[src/rtl/core/hilbert_cell_stroke_distance_core_macros.svh]
// ---------------------------------------------------------------------------
// hilbert cell stroke distance core assertion macros
// shared concurrent assertion forms, clocked on clk with rst_n as disable
// ---------------------------------------------------------------------------
`ifndef HILBERT_CELL_STROKE_DISTANCE_CORE_MACROS_SVH
`define HILBERT_CELL_STROKE_DISTANCE_CORE_MACROS_SVH

// condition holds at every clock edge out of reset
`define HCSD_ASSERT_ALWAYS(lbl, cond, msg) \
    lbl: assert property (@(posedge clk) disable iff (!rst_n) (cond)) else $error(msg);

// consequence holds in the same cycle as the antecedent
`define HCSD_ASSERT_IMPLIES(lbl, ante, cons, msg) \
    lbl: assert property (@(posedge clk) disable iff (!rst_n) (ante) |-> (cons)) \
        else $error(msg);

`endif

[src/rtl/core/hcsd_pkg.sv]
// ---------------------------------------------------------------------------
// hcsd_pkg
// shared types, constants and helpers of the hilbert cell stroke distance core
// ---------------------------------------------------------------------------
`timescale 1ns / 1ps

package hcsd_pkg;

    // field widths
    localparam int CELL_W  = 3;
    localparam int FRAC_W  = 8;
    localparam int DIST_W  = 8;
    localparam int INDEX_W = 6;
    localparam int LINK_W  = 4;

    // cell centre in 1/256 cell
    localparam logic [FRAC_W:0] CENTRE = 9'd128;

    // link mask bit positions
    localparam int LINK_PX = 0;
    localparam int LINK_MX = 1;
    localparam int LINK_PY = 2;
    localparam int LINK_MY = 3;

    // square root working width and digit weights, one per step
    localparam int SQ_W      = 16;
    localparam int ISQ_STEPS = 8;
    localparam logic [SQ_W-1:0] ISQ_BIT [ISQ_STEPS] = '{
        16'h4000, 16'h1000, 16'h0400, 16'h0100,
        16'h0040, 16'h0010, 16'h0004, 16'h0001
    };

    // partial square root: remaining value and root so far
    typedef struct packed {
        logic [SQ_W-1:0] v;
        logic [SQ_W-1:0] r;
    } isq_t;

    // point offset from centre, magnitudes and sides
    typedef struct packed {
        logic [FRAC_W-1:0] aex;
        logic [FRAC_W-1:0] aey;
        logic              ex_pos;
        logic              ex_neg;
        logic              ey_pos;
        logic              ey_neg;
    } geo_t;

    // data that rides beside the square root stages
    typedef struct packed {
        geo_t               geo;
        logic [LINK_W-1:0]  mask;
        logic [INDEX_W-1:0] idx;
    } side_t;

    // quadrant contribution of one curve level: (3 * rx) ^ ry
    function automatic logic [1:0] quad_code(input logic rx, input logic ry);
        return {rx, rx ^ ry};
    endfunction

    // one digit step of the restoring integer square root
    function automatic isq_t isq_step(input isq_t s, input logic [SQ_W-1:0] b);
        logic [SQ_W:0] trial;
        isq_t          n;
        trial = {1'b0, s.r} + {1'b0, b};
        if ({1'b0, s.v} >= trial)
        begin
            n.v = s.v - trial[SQ_W-1:0];
            n.r = (s.r >> 1) + b;
        end
        else
        begin
            n.v = s.v;
            n.r = s.r >> 1;
        end
        return n;
    endfunction

endpackage

[src/rtl/core/hcsd_xy2d.sv]
// ---------------------------------------------------------------------------
// hcsd_xy2d
// hilbert curve index of one cell, reflections over the full tile
// ---------------------------------------------------------------------------
`timescale 1ns / 1ps

module hcsd_xy2d
    import hcsd_pkg::*;
#(
    parameter int CURVE_ORDER = 3
)
(
    input  logic [CURVE_ORDER-1:0]   x,
    input  logic [CURVE_ORDER-1:0]   y,
    output logic [2*CURVE_ORDER-1:0] d
);

    logic [CURVE_ORDER-1:0] xw;
    logic [CURVE_ORDER-1:0] yw;
    logic [CURVE_ORDER-1:0] tw;
    logic                   rx;
    logic                   ry;

    // walk the levels from the top, rotating the lower bits as we go
    always_comb
    begin
        d  = '0;
        xw = x;
        yw = y;
        tw = '0;
        rx = 1'b0;
        ry = 1'b0;
        for (int i = CURVE_ORDER - 1; i >= 0; i--)
        begin
            rx = xw[i];
            ry = yw[i];
            d[2*i +: 2] = quad_code(rx, ry);
            if (!ry)
            begin
                if (rx)
                begin
                    xw = ~xw;
                    yw = ~yw;
                end
                tw = xw;
                xw = yw;
                yw = tw;
            end
        end
    end

endmodule

[src/rtl/core/hilbert_cell_stroke_distance_core.sv]
// ---------------------------------------------------------------------------
// hilbert_cell_stroke_distance_core
// curve index, curve links and stroke distance, when not stalled, for one cell point per clock
// ---------------------------------------------------------------------------
// Takes one request per clock unless every stage is full and the output is
// stalled, and returns one result per request, in order. The pipeline depth
// is six register stages: the first stage squares the centre offsets and
// computes the curve index of the cell and of its four neighbours, four
// stages each run two digit steps of the integer square root (the link test
// sits in the first of them), and the last stage picks the nearest stroke
// part into the output register. Every stage holds its own valid bit and
// moves on whenever the stage after it is empty or moving, so a stalled
// output only holds back the stages behind it.
`timescale 1ns / 1ps

`include "hilbert_cell_stroke_distance_core_macros.svh"

module hilbert_cell_stroke_distance_core
    import hcsd_pkg::*;
#(
    parameter int CURVE_ORDER = 3
)
(
    input  logic        clk,
    input  logic        rst_n,
    input  logic        s_tvalid,
    output logic        s_tready,
    // cell_x[2:0], cell_y[5:3], frac_x[13:6], frac_y[21:14], zero fill
    input  logic [23:0] s_tdata,
    output logic        m_tvalid,
    input  logic        m_tready,
    // stroke_distance[7:0], curve_index[13:8], link_mask[17:14], zero fill
    output logic [23:0] m_tdata
);

    localparam int CW = CURVE_ORDER;
    localparam int IW = 2 * CURVE_ORDER;

    // ------------------------------------------------------------------
    // input fields
    // ------------------------------------------------------------------
    logic [CELL_W-1:0] cell_x;
    logic [CELL_W-1:0] cell_y;
    logic [FRAC_W-1:0] frac_x;
    logic [FRAC_W-1:0] frac_y;

    assign cell_x = s_tdata[2:0];
    assign cell_y = s_tdata[5:3];
    assign frac_x = s_tdata[13:6];
    assign frac_y = s_tdata[21:14];

    // ------------------------------------------------------------------
    // stage handshake chain
    // ------------------------------------------------------------------
    logic v1_reg;
    logic v2_reg;
    logic v3_reg;
    logic v4_reg;
    logic v5_reg;
    logic v6_reg;
    logic rdy2;
    logic rdy3;
    logic rdy4;
    logic rdy5;
    logic rdy6;

    assign rdy6     = !v6_reg || m_tready;
    assign rdy5     = !v5_reg || rdy6;
    assign rdy4     = !v4_reg || rdy5;
    assign rdy3     = !v3_reg || rdy4;
    assign rdy2     = !v2_reg || rdy3;
    assign s_tready = !v1_reg || rdy2;

    always_ff @(posedge clk or negedge rst_n)
    begin
        if (!rst_n)
        begin
            v1_reg <= 1'b0;
            v2_reg <= 1'b0;
            v3_reg <= 1'b0;
            v4_reg <= 1'b0;
            v5_reg <= 1'b0;
            v6_reg <= 1'b0;
        end
        else
        begin
            if (s_tready)
            begin
                v1_reg <= s_tvalid;
            end
            if (rdy2)
            begin
                v2_reg <= v1_reg;
            end
            if (rdy3)
            begin
                v3_reg <= v2_reg;
            end
            if (rdy4)
            begin
                v4_reg <= v3_reg;
            end
            if (rdy5)
            begin
                v5_reg <= v4_reg;
            end
            if (rdy6)
            begin
                v6_reg <= v5_reg;
            end
        end
    end

    // ------------------------------------------------------------------
    // stage 1: offsets, squares, cell and neighbour curve indexes
    // ------------------------------------------------------------------
    logic [CW+CELL_W-1:0] cx_wide;
    logic [CW+CELL_W-1:0] cy_wide;
    logic [CW-1:0]        cx;
    logic [CW-1:0]        cy;
    logic [CW:0]          cx_inc;
    logic [CW:0]          cy_inc;
    logic [CW-1:0]        cx_dec;
    logic [CW-1:0]        cy_dec;
    logic [FRAC_W:0]      ex;
    logic [FRAC_W:0]      ey;
    logic [FRAC_W:0]      ex_mag;
    logic [FRAC_W:0]      ey_mag;
    logic [SQ_W-1:0]      aex_ext;
    logic [SQ_W-1:0]      aey_ext;
    geo_t                 geo1_next;
    logic [SQ_W-1:0]      sum1_next;
    logic [3:0]           nb_next;
    logic [IW-1:0]        d0_next;
    logic [IW-1:0]        dn_next [4];

    assign cx_wide = {{CW{1'b0}}, cell_x};
    assign cy_wide = {{CW{1'b0}}, cell_y};
    assign cx      = cx_wide[CW-1:0];
    assign cy      = cy_wide[CW-1:0];
    assign cx_inc  = {1'b0, cx} + (CW+1)'(1);
    assign cy_inc  = {1'b0, cy} + (CW+1)'(1);
    assign cx_dec  = cx - CW'(1);
    assign cy_dec  = cy - CW'(1);

    // neighbours inside the tile
    assign nb_next[LINK_PX] = !cx_inc[CW];
    assign nb_next[LINK_MX] = (cx != '0);
    assign nb_next[LINK_PY] = !cy_inc[CW];
    assign nb_next[LINK_MY] = (cy != '0);

    hcsd_xy2d #(.CURVE_ORDER(CURVE_ORDER)) u_xy2d_c
    (
        .x (cx),
        .y (cy),
        .d (d0_next)
    );

    hcsd_xy2d #(.CURVE_ORDER(CURVE_ORDER)) u_xy2d_px
    (
        .x (cx_inc[CW-1:0]),
        .y (cy),
        .d (dn_next[LINK_PX])
    );

    hcsd_xy2d #(.CURVE_ORDER(CURVE_ORDER)) u_xy2d_mx
    (
        .x (cx_dec),
        .y (cy),
        .d (dn_next[LINK_MX])
    );

    hcsd_xy2d #(.CURVE_ORDER(CURVE_ORDER)) u_xy2d_py
    (
        .x (cx),
        .y (cy_inc[CW-1:0]),
        .d (dn_next[LINK_PY])
    );

    hcsd_xy2d #(.CURVE_ORDER(CURVE_ORDER)) u_xy2d_my
    (
        .x (cx),
        .y (cy_dec),
        .d (dn_next[LINK_MY])
    );

    // signed offsets from the centre and their magnitudes
    always_comb
    begin
        ex     = {1'b0, frac_x} - CENTRE;
        ey     = {1'b0, frac_y} - CENTRE;
        ex_mag = ex[FRAC_W] ? (~ex + (FRAC_W+1)'(1)) : ex;
        ey_mag = ey[FRAC_W] ? (~ey + (FRAC_W+1)'(1)) : ey;
        geo1_next.aex    = ex_mag[FRAC_W-1:0];
        geo1_next.aey    = ey_mag[FRAC_W-1:0];
        geo1_next.ex_pos = !ex[FRAC_W] && (ex != '0);
        geo1_next.ex_neg = ex[FRAC_W];
        geo1_next.ey_pos = !ey[FRAC_W] && (ey != '0);
        geo1_next.ey_neg = ey[FRAC_W];
        // squares at full root width, the sum peaks at 32768
        aex_ext   = {{(SQ_W-FRAC_W){1'b0}}, geo1_next.aex};
        aey_ext   = {{(SQ_W-FRAC_W){1'b0}}, geo1_next.aey};
        sum1_next = aex_ext * aex_ext + aey_ext * aey_ext;
    end

    geo_t            geo1_reg;
    logic [SQ_W-1:0] sum1_reg;
    logic [3:0]      nb1_reg;
    logic [IW-1:0]   d01_reg;
    logic [IW-1:0]   dn1_reg [4];

    always_ff @(posedge clk)
    begin
        if (s_tready)
        begin
            geo1_reg <= geo1_next;
            sum1_reg <= sum1_next;
            nb1_reg  <= nb_next;
            d01_reg  <= d0_next;
            for (int k = 0; k < 4; k++)
            begin
                dn1_reg[k] <= dn_next[k];
            end
        end
    end

    // ------------------------------------------------------------------
    // stage 2: link test, root digits one and two
    // ------------------------------------------------------------------
    logic [IW+INDEX_W-1:0] d0_wide;
    logic [IW:0]           d0_inc;
    logic [IW:0]           dn_inc [4];
    side_t                 side2_next;
    isq_t                  isq_in;

    assign d0_wide = {{INDEX_W{1'b0}}, d01_reg};
    assign d0_inc  = {1'b0, d01_reg} + (IW+1)'(1);
    assign isq_in  = '{v: sum1_reg, r: '0};

    always_comb
    begin
        side2_next.geo = geo1_reg;
        side2_next.idx = d0_wide[INDEX_W-1:0];
        for (int k = 0; k < 4; k++)
        begin
            dn_inc[k] = {1'b0, dn1_reg[k]} + (IW+1)'(1);
            side2_next.mask[k] = nb1_reg[k]
                && ((d0_inc == {1'b0, dn1_reg[k]}) || (dn_inc[k] == {1'b0, d01_reg}));
        end
    end

    side_t side2_reg;
    isq_t  isq2_reg;

    always_ff @(posedge clk)
    begin
        if (rdy2)
        begin
            side2_reg <= side2_next;
            isq2_reg  <= isq_step(isq_step(isq_in, ISQ_BIT[0]), ISQ_BIT[1]);
        end
    end

    // ------------------------------------------------------------------
    // stages 3 to 5: remaining root digits, two per stage
    // ------------------------------------------------------------------
    side_t side3_reg;
    side_t side4_reg;
    side_t side5_reg;
    isq_t  isq3_reg;
    isq_t  isq4_reg;
    isq_t  isq5_reg;

    always_ff @(posedge clk)
    begin
        if (rdy3)
        begin
            side3_reg <= side2_reg;
            isq3_reg  <= isq_step(isq_step(isq2_reg, ISQ_BIT[2]), ISQ_BIT[3]);
        end
        if (rdy4)
        begin
            side4_reg <= side3_reg;
            isq4_reg  <= isq_step(isq_step(isq3_reg, ISQ_BIT[4]), ISQ_BIT[5]);
        end
        if (rdy5)
        begin
            side5_reg <= side4_reg;
            isq5_reg  <= isq_step(isq_step(isq4_reg, ISQ_BIT[6]), ISQ_BIT[7]);
        end
    end

    // ------------------------------------------------------------------
    // stage 6: nearest of centre dot and linked arms
    // ------------------------------------------------------------------
    logic [DIST_W-1:0] best;

    always_comb
    begin
        best = isq5_reg.r[DIST_W-1:0];
        if (side5_reg.mask[LINK_PX] && side5_reg.geo.ex_pos && (side5_reg.geo.aey < best))
        begin
            best = side5_reg.geo.aey;
        end
        if (side5_reg.mask[LINK_MX] && side5_reg.geo.ex_neg && (side5_reg.geo.aey < best))
        begin
            best = side5_reg.geo.aey;
        end
        if (side5_reg.mask[LINK_PY] && side5_reg.geo.ey_pos && (side5_reg.geo.aex < best))
        begin
            best = side5_reg.geo.aex;
        end
        if (side5_reg.mask[LINK_MY] && side5_reg.geo.ey_neg && (side5_reg.geo.aex < best))
        begin
            best = side5_reg.geo.aex;
        end
    end

    logic [DIST_W-1:0]  dist6_reg;
    logic [INDEX_W-1:0] idx6_reg;
    logic [LINK_W-1:0]  mask6_reg;

    always_ff @(posedge clk)
    begin
        if (rdy6)
        begin
            dist6_reg <= best;
            idx6_reg  <= side5_reg.idx;
            mask6_reg <= side5_reg.mask;
        end
    end

    // ------------------------------------------------------------------
    // outputs
    // ------------------------------------------------------------------
    assign m_tvalid = v6_reg;
    assign m_tdata  = {6'b0, mask6_reg, idx6_reg, dist6_reg};

    // ------------------------------------------------------------------
    // assertions
    // ------------------------------------------------------------------
    `HCSD_ASSERT_IMPLIES(a_dist_range, m_tvalid, (dist6_reg <= 8'd181), "distance above 181")
    `HCSD_ASSERT_IMPLIES(a_link_count, m_tvalid,
        (($countones(mask6_reg) >= 1) && ($countones(mask6_reg) <= 2)),
        "cell not linked to one or two neighbours")
    `HCSD_ASSERT_IMPLIES(a_full_on_stall, !s_tready,
        (v1_reg && v2_reg && v3_reg && v4_reg && v5_reg && v6_reg),
        "input held back with a free stage")

endmodule

[config.mk]
export PLATFORM = sky130hd
export DESIGN_NAME = hilbert_cell_stroke_distance_core
export DESIGN_NICKNAME = d
export VERILOG_FILES = /design/src/rtl/core/hcsd_pkg.sv /design/src/rtl/core/hcsd_xy2d.sv /design/src/rtl/core/hilbert_cell_stroke_distance_core.sv
export VERILOG_INCLUDE_DIRS = /design/src /design/src/rtl/core
export SDC_FILE = /design/constraint.sdc
export NUM_CORES = 1
export LEC_CHECK = 0
export BUFFER_PORTS_ARGS = -buffer_cell sky130_fd_sc_hd__buf_2
export CAP_MARGIN = 25
export CORE_AREA = 2 2 138 208
export CTS_BUF_LIST = sky130_fd_sc_hd__clkbuf_16
export CTS_CLUSTER_DIAMETER = 30
export DETAILED_ROUTE_END_ITERATION = 10
export DIE_AREA = 0 0 140 210
export PLACE_DENSITY = 0.8
export SETUP_SLACK_MARGIN = 0.02
export SLEW_MARGIN = 20
export SYNTH_ARGS = -nofsm -noshare
export SYNTH_HDL_FRONTEND = slang
export SYNTH_SLANG_ARGS = --single-unit
[constraint.sdc]
create_clock -name clk -period 9.1 [get_ports clk]
set_input_delay 0.455 -clock clk [delete_from_list [all_inputs] [get_ports clk]]
set_output_delay 0.455 -clock clk [all_outputs]
set_load 0.005 [all_outputs]
==> results of run 1 <==
==> logic make-up after synthesis <==
logic type	share of synthesized area, %
AOI/OAI and AO/OA	8.45
xor gates and xnor gates	6.98
adders and majority gates	18.3
buffers and inverters	4.88
DFF	48.8
muxes	2.47
other	0.0437
and+or+nand+nor	10.0
==> cell usage after synthesis (all sizes together), types with 14 or more instances <==
library cell	number	area, um^2
fa	75	1500
and2	14	87.6
o21ai	51	255
nor2	93	349
a21oi	63	315
edfxtp	274	8230
o21a	19	143
mux2i	31	323
xor2	56	498
xnor2	80	701
ha	130	1630
inv	178	671
clkbuf	22	82.6
nor2b	15	93.8
nor3	30	150
nand2	77	297
nand3	32	173
==> power breakdown <==
part / total (mW) / switching [mW] / internal [mW] / leakage (nW)
clock network: 1.40 / 0.555 / 0.844 / 0.590
logic: 4.29 / 2.34 / 1.95 / 4.73
registers: 2.35 / 0.243 / 2.11 / 2.88
total: 8.05 / 3.14 / 4.91 / 8.20
==> how the worst max path moves through the flow <==
stage | slack, ns | start | depth (start not counted) | endpoint
after floorplan | 2.67 | s_tdata[6] | 22 | sum1_reg[15]
final | 1.84 | side5_reg[20] | 29 | dist6_reg[2]
after detailed placement | 1.91 | s_tdata[6] | 22 | sum1_reg[15]
after global routing | 1.29 | side5_reg[20] | 29 | dist6_reg[1]
after CTS | 1.83 | side5_reg[20] | 29 | dist6_reg[2]
after global placement | 2.05 | s_tdata[6] | 22 | sum1_reg[15]
==> area by class of cell <==
class	instances	area [um^2]	share of cell area (%)
Timing Repair Buffer	54	328	1.72
Sequential cell	280	8380	43.9
Inverter	178	671	3.52
Clock buffer	35	876	4.59
Tap cell	346	433	2.27
Clock inverter	27	340	1.79
Multi-Input combinational cell	956	8040	42.2
==> critical path: cells and delay by family, from the launching register on <==
family          cells  cell delay (ns)
flops               1             0.46
fa+ha+maj           4             1.18
simple gates        6             1.13
compound gates     14             2.75
mux                 4             1.38
buf+inv             1             0.08
==> metrics by stage <==
step / hold slack [ns] / utilization, % / power (mW)
after global placement: 0.282 / 64.3 / 6.43
after CTS: 0.105 / 68.7 / 8.08
after floorplan: 0.159 / - / 5.79
after global routing: 0.120 / 68.9 / 8.76
after detailed placement: 0.290 / 64.3 / 6.62
final: 0.127 / 68.9 / 8.05
==> layer usage <==
layer | wire length (um) | part of all wire, %
met2 | 17800 | 56
met5 | 0 | 0
met1 | 11800 | 37
met4 | 1220 | 3.8
met3 | 1190 | 3.7
==> results.py, run 1 <==
metrics = {
    "pwr": {
        "ir_drop_v": 0.000527,
        "powerDensity_mw_per_mm2": 422,
        "cellLeakagePower_nw": 8.20,
    },
    "grt": {
        "use_met1_pct": 25.4,
        "grt_usage_pct": 22.8,
        "met3_usage_pct": 3.02,
        "grt_max_degree": 71,
        "gr-max-usage-layer": "met2",
        "grt_pass1_wl_um": 53800,
        "use_met2_pct": 43.4,
        "overflow": 0,
        "grt_pass1_vias": 11400,
        "grt_antenna_before_repair": 0,
    },
    "place": {
        "placed_area_mm2": 0.0178,
        "place_inst": 1811,
        "io_buffers": 45,
        "place_hpwl_um": 23100,
        "place_congestion": 0.872,
        "dpl_worst_slack_ns": 1.91,
    },
    "final_layout": {
        "area_growth_pct": 11.0,
        "final_cell_count_no_fill": 1876,
        "n_antenna_cell": 0,
        "final_common_cell": "edfxtp_1",
        "fillCellCount": 1872,
        "design_area_mm2": 0.0191,
        "drive_gt1_share_pct": 9.80,
        "most-common-layout-cells": "274 x edfxtp_1, 178 x inv_1, 130 x ha_1",
        "nNetsFinal": 1737,
    },
    "detailed_routing": {
        "dr.pass1.iters": 10,
        "post_drt_wl_per_cell_um": 17.1,
        "routed_wirelength_um": 32000,
        "drt_iter0_markers": 689,
        "vias_per_cell": 5.79,
        "route.detailed.drc": 3,
        "vias": 10900,
        "ant_nets": 0,
    },
    "clock_network": {
        "path_clk_slew_ns": 0.06,
        "clk_path_buf_depth": 3,
        "clock_sinks": 280,
        "cts.htree.levels": 2,
        "cts_tree": "built",
        "postCtsSetupBuffers": 0,
        "root_buffer": "clkbuf_16",
        "clock_latency_ns": 0.52,
        "holdBufCountCts": 1,
        "cts-resized-gates": 0,
        "cts_buffers": 34,
    },
    "critical_path": {
        "crit_path_end_kind": "flop",
        "reg2reg_depth": 29,
        "crit_fanout": 8,
        "critPathRequiredTime_ns": 9.37,
        "start_kind": "flop",
        "worst-setup-path-type": "flop to flop",
        "cp_data_arrival_time_ns": 7.53,
        "reg2reg_from": "side5_reg[20]",
        "r2r-end": "dist6_reg[2]",
        "rrSetupSlack_ns": 1.84,
        "slowest_delay_ns": 0.46,
        "slowest_stage": "edfxtp_1",
    },
    "sta": {
        "maxSlewHeadroom_pct": 34.0,
        "fin_crit_ns": 7.26,
        "finalHoldViolCount": 0,
        "setup_tns_ns": 0,
        "setup_slack_ns": 1.84,
        "tightest_slew_ns": 0.963,
        "rsz0062_at_grt": "false",
        "fin_crit_sh_pct": 79.8,
        "skew_ns": 0.0232,
        "setup_viol": 0,
        "max_freq_mhz": 138,
        "slew_violations": 0,
    },
    "synthesis": {
        "ys_ff_latch": 280,
        "postSynthAreaPerCell_um2": 12.0,
        "synth_warnings": 0,
        "ys_async_sr_fraction_pct": 2.14,
        "synth_seq_area_share_pct": 48.8,
        "synth_area_mm2": 0.0172,
        "synth_edf_count": 274,
        "ys.flop_type": "edfxtp_1",
        "yosysUniqueCellTypes": 86,
        "synthCells": 1432,
    },
    "die": {
        "num_rows": 75,
        "fp.dieW_um": 140,
        "ios": 54,
        "start_util_pct": 62.0,
        "die_h_um": 210,
        "core_mm2": 0.0277,
        "dieArea_mm2": 0.0294,
    },
    "hold_path": {
        "hold_path_depth": 2,
        "hold_end": "v1_reg",
        "worstHoldStart": "s_tvalid",
        "worst_hold_path_type": "input pin to flop",
    },
    "run_status": {
        "status": "finished, violations left",
        "failed_checks": "DRC",
    },
    "flow_run": {
        "maxCapViolCount": 0,
    },
}
No activity file was read; power rests on OpenSTA's default activity.
==> run 2, diff against run 1 <==
==> constraint.sdc (replaced) <==
create_clock -name clk -period 7.1 [get_ports clk]
set_input_delay 0.355 -clock clk [delete_from_list [all_inputs] [get_ports clk]]
set_output_delay 0.355 -clock clk [all_outputs]
set_load 0.005 [all_outputs]
==> run 2 against run 1 <==
  * The flow still finishes with violations (DRC)
  * Utilization up 0.090 points
  * First-iteration DRC count down 11%
  * Sequential share of layout area down 0.058 points
  * Sequential power up 29%
  * Critical path depth up 1
  * Combinational power up 31%
  * Cell count up 1.0%
  * Critical path type unchanged
  * Critical endpoint is now dist6_reg[0]
  * Highest routed layer unchanged
==> results.py, run 2 (synthesized netlist as in run 1, its figures left out) <==
metrics = {
    "sta": {
        "setup_tns_ns": 0,
        "setup_slack_ns": 0.401,
        "fin_crit_sh_pct": 94.3,
        "finalHoldViolCount": 0,
        "rsz0062_at_grt": "false",
        "slew_violations": 0,
        "fin_crit_ns": 6.70,
        "setup_viol": 0,
        "maxSlewHeadroom_pct": 48.3,
        "max_freq_mhz": 149,
        "hold_slack_ns": 0.123,
        "tightest_slew_ns": 0.770,
        "skew_ns": 0.0173,
    },
    "grt": {
        "met3_usage_pct": 2.25,
        "grt_pass1_vias": 11600,
        "grt_antenna_before_repair": 0,
        "grt_usage_pct": 22.8,
        "use_met1_pct": 24.8,
        "gr-max-usage-layer": "met2",
        "use_met2_pct": 44.4,
        "overflow": 0,
        "grt_pass1_wl_um": 54400,
        "grt_max_degree": 71,
    },
    "critical_path": {
        "crit_path_end_kind": "flop",
        "cp_top_family": "compound AO/OA/AOI/OAI gates",
        "start_kind": "flop",
        "cp_data_arrival_time_ns": 7.02,
        "worst-setup-path-type": "flop to flop",
        "crit_fanout": 5,
        "slowest_stage": "edfxtp_1",
        "slowest_delay_ns": 0.44,
        "critPathRequiredTime_ns": 7.42,
        "critical_path.n_buffers_inverters": 2,
        "path_common_cell": "ha_1",
    },
    "clock_network": {
        "cts_tree": "built",
        "cts.htree.levels": 1,
        "root_buffer": "clkbuf_16",
        "cts_buffers": 31,
        "clock_sinks": 280,
        "clock_latency_ns": 0.58,
        "path_clk_slew_ns": 0.06,
        "clk_path_buf_depth": 3,
    },
    "final_layout": {
        "nNetsFinal": 1757,
        "area_growth_pct": 11.2,
        "utilization_pct": 69.0,
        "final_common_cell": "edfxtp_1",
        "most-common-layout-cells": "274 x edfxtp_1, 178 x inv_1, 130 x ha_1",
        "n_antenna_cell": 0,
        "drive_gt1_share_pct": 11.4,
    },
    "pwr": {
        "power_mw": 10.2,
        "powerDensity_mw_per_mm2": 534,
        "cellLeakagePower_nw": 8.21,
        "ir_drop_v": 0.000495,
    },
    "die": {
        "num_rows": 75,
        "dieArea_mm2": 0.0294,
        "die_h_um": 210,
        "core_mm2": 0.0277,
        "ios": 54,
        "fp.dieW_um": 140,
        "start_util_pct": 62.0,
    },
    "run_status": {
        "failed_checks": "DRC",
        "status": "finished, violations left",
    },
    "detailed_routing": {
        "routed_wirelength_um": 32300,
        "vias_per_cell": 5.73,
        "ant_nets": 0,
        "drt_iter0_markers": 612,
        "vias": 10900,
        "route.detailed.drc": 3,
        "post_drt_wl_per_cell_um": 17.1,
        "dr.pass1.iters": 8,
    },
    "place": {
        "dpl_worst_slack_ns": 0.130,
        "place_congestion": 0.881,
        "place_hpwl_um": 23800,
        "io_buffers": 45,
    },
    "flow_run": {
        "maxCapViolCount": 0,
    },
    "hold_path": {
        "worst_hold_path_type": "input pin to flop",
    },
}
-- run 2: cell types whose count changed in the layout (fill, tap and decap cells not counted), moves of 2 or more --
| cell | delta |
|---|---|
| buf_4 | +22 |
| clkinv_2 | +5 |
| clkbuf_16 | -4 |
| clkinv_8 | -4 |
| bufinv_16 | -3 |
| mux2i_1 | -3 |
| mux2i_2 | +3 |
| clkinv_1 | -2 |
| inv_8 | +2 |
| nand2_2 | +2 |
-- run 2: power by group --
group | total, mW | switching, mW | internal, mW
combinational | 5.60 | 3.04 | 2.56
sequential | 3.02 | 0.316 | 2.71
clock | 1.56 | 0.693 | 0.869
total | 10.2 | 4.05 | 6.13
-- run 2: layer usage --
layer  share of wire, %  routed length, um
met1                 37              11800
met2                 56              18100
met3                3.1               1020
met4                4.2               1370
met5                  0                  0
-- run 2: stage by stage --
step	instances	instance area (um^2)
4_1_cts	1884	19000
2_1_floorplan	1448	17200
6_report	1895	19100
3_3_place_gp	1823	17900
3_5_place_dp	1824	17900
5_1_grt	1895	19100
-- run 2: layout make-up --
type	count	area (um^2)
fill	1863	8590
sequential	280	8380
multi-input combinational	956	8070
clock buffer	31	776
inverter	178	671
timing repair buffer	77	510
tap	346	433
clock inverter	27	254
-- run 2: path summary, 6_finish.rpt --
| path | startpoint | endpoint | slack, ns | depth (start not counted) |
|---|---|---|---|---|
| max in group asynchronous | rst_n | v3_reg | 6.82 | 2 |
| worst max-delay path | side5_reg[21] | dist6_reg[0] | 0.40 | 30 |
| worst min register to register | geo1_reg[2] | side2_reg[12] | 0.41 | 0 |
| worst max register to register | side5_reg[21] | dist6_reg[0] | 0.40 | 30 |
| min in group asynchronous | rst_n | m_tvalid | 0.13 | 2 |
| worst min-delay path | s_tdata[14] | geo1_reg[4] | 0.12 | 1 |
-- run 2: what timing repair did --
item,CTS,global route
hold endpoints to repair,7,0
endpoints found under the setup margin,1,8
pin swaps,0,1
hold buffers,2,0
cloned,0,0
buffers inserted,0,10
resized for setup,1,8
==> run 3, diff against run 2 <==
--- a/config.mk
+++ b/config.mk
@@ -9,7 +9,6 @@
 export BUFFER_PORTS_ARGS = -buffer_cell sky130_fd_sc_hd__buf_2
 export CAP_MARGIN = 25
 export CORE_AREA = 2 2 138 208
-export CTS_BUF_LIST = sky130_fd_sc_hd__clkbuf_16
 export CTS_CLUSTER_DIAMETER = 30
 export DETAILED_ROUTE_END_ITERATION = 10
 export DIE_AREA = 0 0 140 210
==> run 3 against run 2 <==
  * The flow still finishes with violations (DRC)
  * Worst setup slack improved by 0.0023 ns
  * Clock power barely moved
  * Clock-buffer cell count grew 2
  * Cell count did not move
  * Final area unchanged
  * Via count about the same
  * First-iteration DRC count unchanged
  * Combinational power barely moved
  * Global-route usage is the same
  * Non-clock buffer count unchanged
  * Clock skew about the same
  * Largest power group unchanged
==> results.py, run 3 (synthesized netlist as in run 1, its figures left out) <==
metrics = {
    "run_status": {
        "status": "finished, violations left",
        "failed_checks": "DRC",
    },
    "critical_path": {
        "reg2reg_from": "side5_reg[21]",
        "worst-setup-path-type": "flop to flop",
        "worstSetupStartpoint": "side5_reg[21]",
        "crit_fanout": 5,
        "cp_top_family": "compound AO/OA/AOI/OAI gates",
        "path_common_cell": "ha_1",
        "r2r-end": "dist6_reg[0]",
        "cp_data_arrival_time_ns": 7.02,
        "slowest_stage": "edfxtp_1",
        "crit_path_end_kind": "flop",
        "slowest_delay_ns": 0.44,
        "reg2reg_depth": 30,
        "path_depth": 30,
        "crit_path_end": "dist6_reg[0]",
        "rrSetupSlack_ns": 0.40,
        "critPathRequiredTime_ns": 7.42,
        "critical_path.n_buffers_inverters": 2,
        "start_kind": "flop",
    },
    "pwr": {
        "sw_frac_of_total_pct": 39.8,
        "p_int_mw": 6.14,
        "cellLeakagePower_nw": 8.21,
        "powerDensity_mw_per_mm2": 534,
        "p_switching_mw": 4.06,
        "clkPwrFrac_pct": 15.4,
        "p_seq_share_pct": 29.6,
        "ir_drop_v": 0.000496,
        "combPwrFrac_pct": 55.0,
        "power_mw": 10.2,
    },
    "final_layout": {
        "nNetsFinal": 1757,
        "drive_gt1_share_pct": 11.4,
        "area_growth_pct": 11.2,
        "final_common_cell": "edfxtp_1",
        "final_cell_count_no_fill": 1895,
        "utilization_pct": 69.0,
        "n_antenna_cell": 0,
        "design_area_mm2": 0.0191,
        "fillCellCount": 1863,
        "most-common-layout-cells": "274 x edfxtp_1, 176 x inv_1, 130 x ha_1",
    },
    "detailed_routing": {
        "vias_per_cell": 5.72,
        "dr.pass1.iters": 8,
        "post_drt_wl_per_cell_um": 17.1,
        "ant_nets": 0,
        "vias": 10800,
        "route.detailed.drc": 3,
        "drt_iter0_markers": 612,
        "routed_wirelength_um": 32300,
    },
    "sta": {
        "max_freq_mhz": 149,
        "fin_crit_sh_pct": 94.3,
        "rsz0062_at_grt": "false",
        "finalHoldViolCount": 0,
        "maxSlewHeadroom_pct": 48.3,
        "slew_violations": 0,
        "setup_tns_ns": 0,
        "fin_crit_ns": 6.70,
        "tightest_slew_ns": 0.770,
        "setup_slack_ns": 0.404,
        "setup_viol": 0,
        "skew_ns": 0.0174,
        "hold_slack_ns": 0.118,
    },
    "clock_network": {
        "cts_buffers": 31,
        "clk_path_buf_depth": 3,
        "root_buffer": "clkbuf_16",
        "cts.htree.levels": 1,
        "cts_tree": "built",
        "path_clk_slew_ns": 0.06,
        "clock_latency_ns": 0.58,
        "clock_sinks": 280,
    },
    "die": {
        "core_mm2": 0.0277,
        "start_util_pct": 62.0,
        "num_rows": 75,
        "fp.dieW_um": 140,
        "ios": 54,
        "die_h_um": 210,
        "dieArea_mm2": 0.0294,
    },
    "grt": {
        "grt_antenna_before_repair": 0,
        "overflow": 0,
        "grt_pass1_vias": 11600,
        "grt_pass1_wl_um": 54400,
        "grt_max_degree": 71,
        "grt_usage_pct": 22.8,
    },
    "place": {
        "place_hpwl_um": 23800,
        "dpl_worst_slack_ns": 0.130,
        "place_congestion": 0.881,
        "place_inst": 1824,
        "io_buffers": 45,
        "placed_area_mm2": 0.0179,
    },
    "hold_path": {
        "worst_hold_path_type": "input pin to flop",
        "hold_path_depth": 1,
    },
    "flow_run": {
        "maxCapViolCount": 0,
    },
}
## run 3: changes by cell type in the layout (fill, tap and decap cells not counted)
cell,delta
clkbuf_1,+2
inv_1,-2
## run 3: metal layers
metal	vias up	global-route usage [%]	wire length (um)
met4	0	10.5	1370
met1	5285	24.8	11900
met2	258	44.4	18100
li1	5211	-	-
met5	-	0	0
met3	92	2.25	1010
## run 3: layout make-up
type	count	area (um^2)	area share, %
Clock buffer	33	783	4.10
Clock inverter	25	246	1.29
Inverter	178	671	3.51
Multi-Input combinational cell	956	8070	42.3
Sequential cell	280	8380	43.9
Tap cell	346	433	2.27
Timing Repair Buffer	77	510	2.67
## run 3: power groups by stage
stage,registers [mW],logic [mW],clock network (mW)
2_1_floorplan,2.91,4.51,0
3_3_place_gp,3.01,5.24,0
3_5_place_dp,3.04,5.49,0
4_1_cts,3.02,5.55,1.59
5_1_grt,3.07,6.35,1.65
6_report,3.02,5.61,1.57
## run 3: worst min-delay path by stage
stage / to / from / slack (ns)
global route: m_tvalid / rst_n / 0.12
floorplan: m_tvalid / rst_n / 0.06
detailed placement: v2_reg / rst_n / 0.19
CTS: geo1_reg[4] / s_tdata[14] / 0.10
finish: geo1_reg[4] / s_tdata[14] / 0.12
global placement: v2_reg / rst_n / 0.18
## run 3: timing repair
item / in CTS / in global routing
endpoints found under the hold margin: 7 / 0
buffers inserted: 0 / 10
resized for setup: 1 / 8
setup endpoints to repair: 1 / 8
pin swaps: 0 / 1
gates cloned: 0 / 0
hold buffers: 2 / 0
